--- src/rtl/eett_pkg.sv ---
// ----------------------------------------------------------------------------
// eett_pkg
// Shared types and codes of the expiring event timer table.
// ----------------------------------------------------------------------------
`timescale 1ns / 1ps

package eett_pkg;

    localparam logic [1:0] REQ_ADD   = 2'd0;
    localparam logic [1:0] REQ_DEL   = 2'd1;
    localparam logic [1:0] REQ_CHECK = 2'd2;

    localparam logic [2:0] STAT_ADDED  = 3'd0;
    localparam logic [2:0] STAT_FULL   = 3'd1;
    localparam logic [2:0] STAT_DELETE = 3'd2;
    localparam logic [2:0] STAT_FIRED  = 3'd3;
    localparam logic [2:0] STAT_NONE   = 3'd4;

    localparam int          REMOVED_W      = 6;
    localparam logic [31:0] WILDCARD_RESET = 32'd10001;

    typedef struct packed {
        logic [31:0] expiry;
        logic [31:0] event_id;
        logic [63:0] guid;
        logic [15:0] cb_id;
        logic [31:0] cb_arg;
    } entry_t;

    typedef struct packed {
        logic shift;   // move row one place toward the head
        logic keep;    // reinsert head entry at tail index
        logic load;    // write new entry at tail index
    } cell_ctrl_t;

endpackage

--- src/rtl/eett_cell.sv ---
// ----------------------------------------------------------------------------
// eett_cell
// One table slot: loads a new entry, the head entry or its upper neighbor.
// ----------------------------------------------------------------------------
`timescale 1ns / 1ps

module eett_cell #(
    parameter int IDX   = 0,
    parameter int IDX_W = 6
) (
    input  logic                clk,
    input  eett_pkg::cell_ctrl_t ctrl,
    input  logic [IDX_W-1:0]    tgt,
    input  eett_pkg::entry_t    nxt_in,
    input  eett_pkg::entry_t    head_in,
    input  eett_pkg::entry_t    new_in,
    output eett_pkg::entry_t    entry_out
);
    import eett_pkg::*;

    entry_t entry_reg;
    logic   at_tgt;

    assign at_tgt    = (tgt == IDX_W'(IDX));
    assign entry_out = entry_reg;

    always_ff @(posedge clk)
    begin
        if (ctrl.load && at_tgt)
        begin
            entry_reg <= new_in;
        end
        else if (ctrl.shift)
        begin
            if (ctrl.keep && at_tgt)
            begin
                entry_reg <= head_in;
            end
            else
            begin
                entry_reg <= nxt_in;
            end
        end
    end

endmodule

--- config.mk ---
export PLATFORM = sky130hd
export DESIGN_NAME = eett_cell
export DESIGN_NICKNAME = d
export VERILOG_FILES = /design/src/rtl/eett_pkg.sv /design/src/rtl/eett_cell.sv
export SDC_FILE = /design/constraint.sdc
export NUM_CORES = 1
export LEC_CHECK = 0
export BUFFER_PORTS_ARGS = -buffer_cell sky130_fd_sc_hd__clkbuf_2
export CORE_AREA = 8 8 269 271
export DETAILED_ROUTE_END_ITERATION = 16
export DIE_AREA = 0 0 277 279
export PLACE_DENSITY = 0.37
export SLEW_MARGIN = 0
export SYNTH_ARGS = -nofsm -noshare
export SYNTH_HDL_FRONTEND = slang
export SYNTH_SLANG_ARGS = --single-unit
export TNS_END_PERCENT = 100
--- constraint.sdc ---
create_clock -name clk -period 16 [get_ports clk]
set_clock_uncertainty 0.15 [all_clocks]
set_input_delay 2.4 -clock clk [delete_from_list [all_inputs] [get_ports clk]]
set_output_delay 2.4 -clock clk [all_outputs]
set_load 0.02 [all_outputs]
* Yosys cells after proc, flatten, opt, wreduce, memory -nomap -nowiden
Cells that the tools add are included.
** Cells by class
- Muxes and demuxes :: 3
- Reductions and logical operators :: 4
** Operator list (number)
- 176-bit two-way mux :: 3
- 6-bit logical NOT :: 1
- 1-bit logical AND :: 2
- 2-bit nonzero test :: 1
** Word-level totals
- Register bits after elaboration :: 176
- Bits of input ports :: 538
- Output and inout bits :: 176
- Logic and storage cells :: 12

* Depth between registers and ports, before layout
- Depth in word-level cells :: 5
- Mapped depth :: 6

* Worst setup path after synthesis
No wires, ideal clock.
- Kind :: input port to flip-flop
- Start :: in tgt[5]
- End :: reg entry_reg (netlist bit entry_out[0]), enable pin
- Arrival :: 7.333 ns
- Setup slack :: 7.967 ns
- Cell stages on the path :: 6
- Path through :: nor4_4 and3_1 buf_2 buf_2 buf_2 or2_1
** Between the ends
- Cells in the longest elaborated chain, start to end :: 3
** RTL lines
- start, declared :: line eett_cell.sv:13 : input logic [IDX_W-1:0] tgt,
- 6-bit logical NOT :: line eett_cell.sv:24 : assign at_tgt = (tgt == IDX_W'(IDX));
- 1-bit logical AND :: line eett_cell.sv:29 : if (ctrl.load && at_tgt)
- 2-bit nonzero test (no source line)
- end signal, assigned :: line eett_cell.sv:31 : entry_reg <= new_in;
- end signal, assigned :: line eett_cell.sv:37 : entry_reg <= head_in;
- end signal, assigned :: line eett_cell.sv:41 : entry_reg <= nxt_in;
- end, declared :: line eett_cell.sv:21 : entry_t entry_reg;
No other way between the ends.
A chain may end at the register's enable or synchronous reset.

* Worst setup path after layout
- Start :: in ctrl[0] (netlist bit)
- End :: reg entry_reg (netlist bit entry_out[113]), enable pin
** Between the ends
- Cells in the longest elaborated chain, start to end :: 2
** RTL lines
- start, declared :: line eett_cell.sv:12 : input eett_pkg::cell_ctrl_t ctrl,
- 1-bit logical AND :: line eett_cell.sv:29
- 2-bit nonzero test (no source line)
No other way between the ends.

==> metrics.md <==
| Metric | Value |
|---|---|
| Port Buffer Count | ~710 |
| EDFF count, synth | 176 |
| CTS sink cnt | 176 |
| Proportion of synthesized area in mux cells | 0 |
| Row count | 96 |
| Worst-path cell chain | buf_6, and3_4, or2_4, buf_4 |
| Area grow syn2layout | 45.77% |
| #FFs+latches synth | 176 |
| Gpl congestion | roughly 0.77 |
| Design Power | between 1 and 1.5 mW |
| Post-cts resize count | 0 |
| Commonest cells post-synth | edfxtp_1, a221o_1, a41o_1, nor3b_1, clkbuf_1 |
| Top cells by area, synth | edfxtp_1, a221o_1, a41o_1, nor3b_1, clkbuf_1 |
| Net Sw Frac | 0.3100 |
| Final worst-path cycle share | 0.3363 |
| Clock network power share | 0.338 |
| Top FF cell, synth | edfxtp_1 |
| Sequential cell area fraction in the yosys report | 0.4928 |
| Post-synth ARST share | 0 |
| DR DRC count | 0 |
| Total Wirelength | 61790 um |
| Clock tree from TritonCTS | yes |
| Complex-gate fraction of the synthesized area | 0.3288 |
| Post-synth top area cell | edfxtp_1 |
| Largest stage delay, worst path | approximately 0.80 ns |
| Syn nets | 1386 |
| Slowest stage cell on the critical path | and3_4 |
| Worst vdd ir | 53.30 uV |
| Hold buffer count at cts | 0 |
| Yosys Warn Count | 0 |
| Lkg Pwr | 7.619 nW |
| Critical Path RT | 15.94 ns |
| CORE AREA | just under 70000 um2 |
| Seq pwr share | 0.432 |
| Longest Clk Path Bufs | 2 |
| Die W | 277 um |
| Synth unique cells | 16 |
| Ports | 714 |
| CP endpoint kind | flop |
| Final number of setup-violating endpoints | 0 |
| Post-CTS setup buffer count | 0 |
| Worst path bufs/invs | 2 |
| Detailed placer's ending HPWL | approximately 44000 um |
| Post-Syn Area | 10720 um2 |
| DR WL/cell | 26.15 um |
| RSZ-0062 raised after global routing | no |
| Flip-flop count of the largest register after layout | 176 |
| NumNets Final | 1998 |
| Max-cap viol count | 0 |
| Pwr/cell area | 84.64 nW/um2 |
| Initial detailed-routing violation count | 771 |
| Design Area, Final | 15630 um2 |
| NetSw | 410.2 uW |
| Comb pwr share | 0.230 |
| Vias in the first global route | 12328 |
| Most instantiated library cell after synthesis | edfxtp_1 |
| Initial antenna violation count | 11 |
| Antenna viol nets, final | 0 |
| Share of post-route cells with drive strength above 1 | 0.5190 |
| Overall Global Routing Usage | 0.1513 |
| Hold Slack | between 2 and 2.5 ns |
| Kind of critical path | primary input to flop |
| Int Pwr | 912.9 uW |
| TNS Setup | 0 ns |
| Relative max-transition margin | 0.1219 |
| Top Family by Delay on Critical Path | simple AND/OR/NAND/NOR gates |
| Total number of vias | 11538 |
| Vias per Instance | 4.883 |
| Final hold viol count | 0 |
| Starting Density | 0.1577 |
| Mean Syn Cell Area | ~13 um2 |
| XOR/XNOR Fraction of Synth Area | 0 |
| Min-delay worst type | primary input to flop |
| First-pass GRT wire length | between 80000 and 90000 um |
| Fmax | 185.8 MHz |
| DP Area | 15030 um2 |
| Worst-path maximum fanout | between 60 and 70 |
| Clk slew on worst S/H paths | 0.08 ns |
| Utilization of the core after routing | 0.2299 |
| Crit path time final | 5.381 ns |
| CTS HTree Levels | 4 |
| Fin. max-slew vios | 0 |
| Adder-cell share of the synthesized area | 0 |
| Largest net degree at the start of global routing | roughly 180 |
| Startpoint types | primary input |
| DRT Pass-1 Iters | 5 |
| Reg area | 5285 um2 |
| Simple-gate share of the synthesized area | 0.1276 |
| Area of the multi-input gates | 4925 um2 |
| Die Height | 279 um |
| DIE AREA | 77280 um2 |
| Status | finished clean |
| Global route overflow | 0 |
| Largest family of logic cells by synthesized area | compound AO/OA/AOI/OAI gates |
| Post-synthesis instance total | 848 |
| Worst-Margin Slew | 1.317 ns |
| Top cell type's share of synthesized area | 0.4928 |
| Fill cell count | approximately 7500 |
| Crit path DAT | 5.32 ns |
| Root Buffer | clkbuf_16 |
| CTS Buf Count | 17 |
==> kinds of logic after synthesis <==
group | count (synthesis)
AO/OA/AOI/OAI | 353
buffers and inverters | 136
flip-flops | 176
AND/OR/NAND/NOR | 183
==> layout make-up <==
cell class,count,area share
antenna,9,0.001441
clock buffer,18,0.02745
clock inverter,13,0.009845
multi-input combinational,536,0.3150
sequential,176,0.3381
tap,882,0.07059
timing repair buffer,729,0.2376
==> final timing paths <==
kind	start	endpoint	cells after the start
min	new_in[108]	entry_out[108]$_DFFE_PP_	2
max	ctrl[0]	entry_out[113]$_DFFE_PP_	4
==> through the flow <==
step                worst slack [ns]  instances
floorplan                      7.967        848
global placement               10.09       2323
detailed placement             10.04       2323
CTS                            10.58       2354
global route                   10.43       2360
finish                         10.62       2363
==> per-layer routing <==
metal / vias up / wire length [um] / global-route usage
met2: 607 / 30740 / 0.2589
met1: 5774 / 24170 / 0.1727
met5: - / 0 / 0
met4: 0 / 1889 / 0.05980
li1: 5087 / - / -
met3: 70 / 4986 / 0.05176
==> power groups by stage <==
stage / registers (mW) / clock network (mW) / logic (mW)
after floorplan: 0.636 / 0 / 0.0941
after global placement: 0.584 / 0 / 0.309
after detailed placement: 0.583 / 0 / 0.309
after CTS: 0.573 / 0.467 / 0.310
after global routing: 0.576 / 0.479 / 0.325
final: 0.572 / 0.447 / 0.304
==> cell usage in the layout, fill, tap and decap left out, types with 2 or more instances in the layout <==
master / count
a221o_1: 175
a41o_1: 175
buf_4: 15
buf_6: 2
bufinv_16: 2
clkbuf_16: 17
clkbuf_2: 711
clkinv_4: 2
diode_2: 9
edfxtp_1: 176
inv_6: 3
inv_8: 3
nand2_1: 2
nor3b_1: 175
Note: power is estimated with default switching activity, not from simulation.
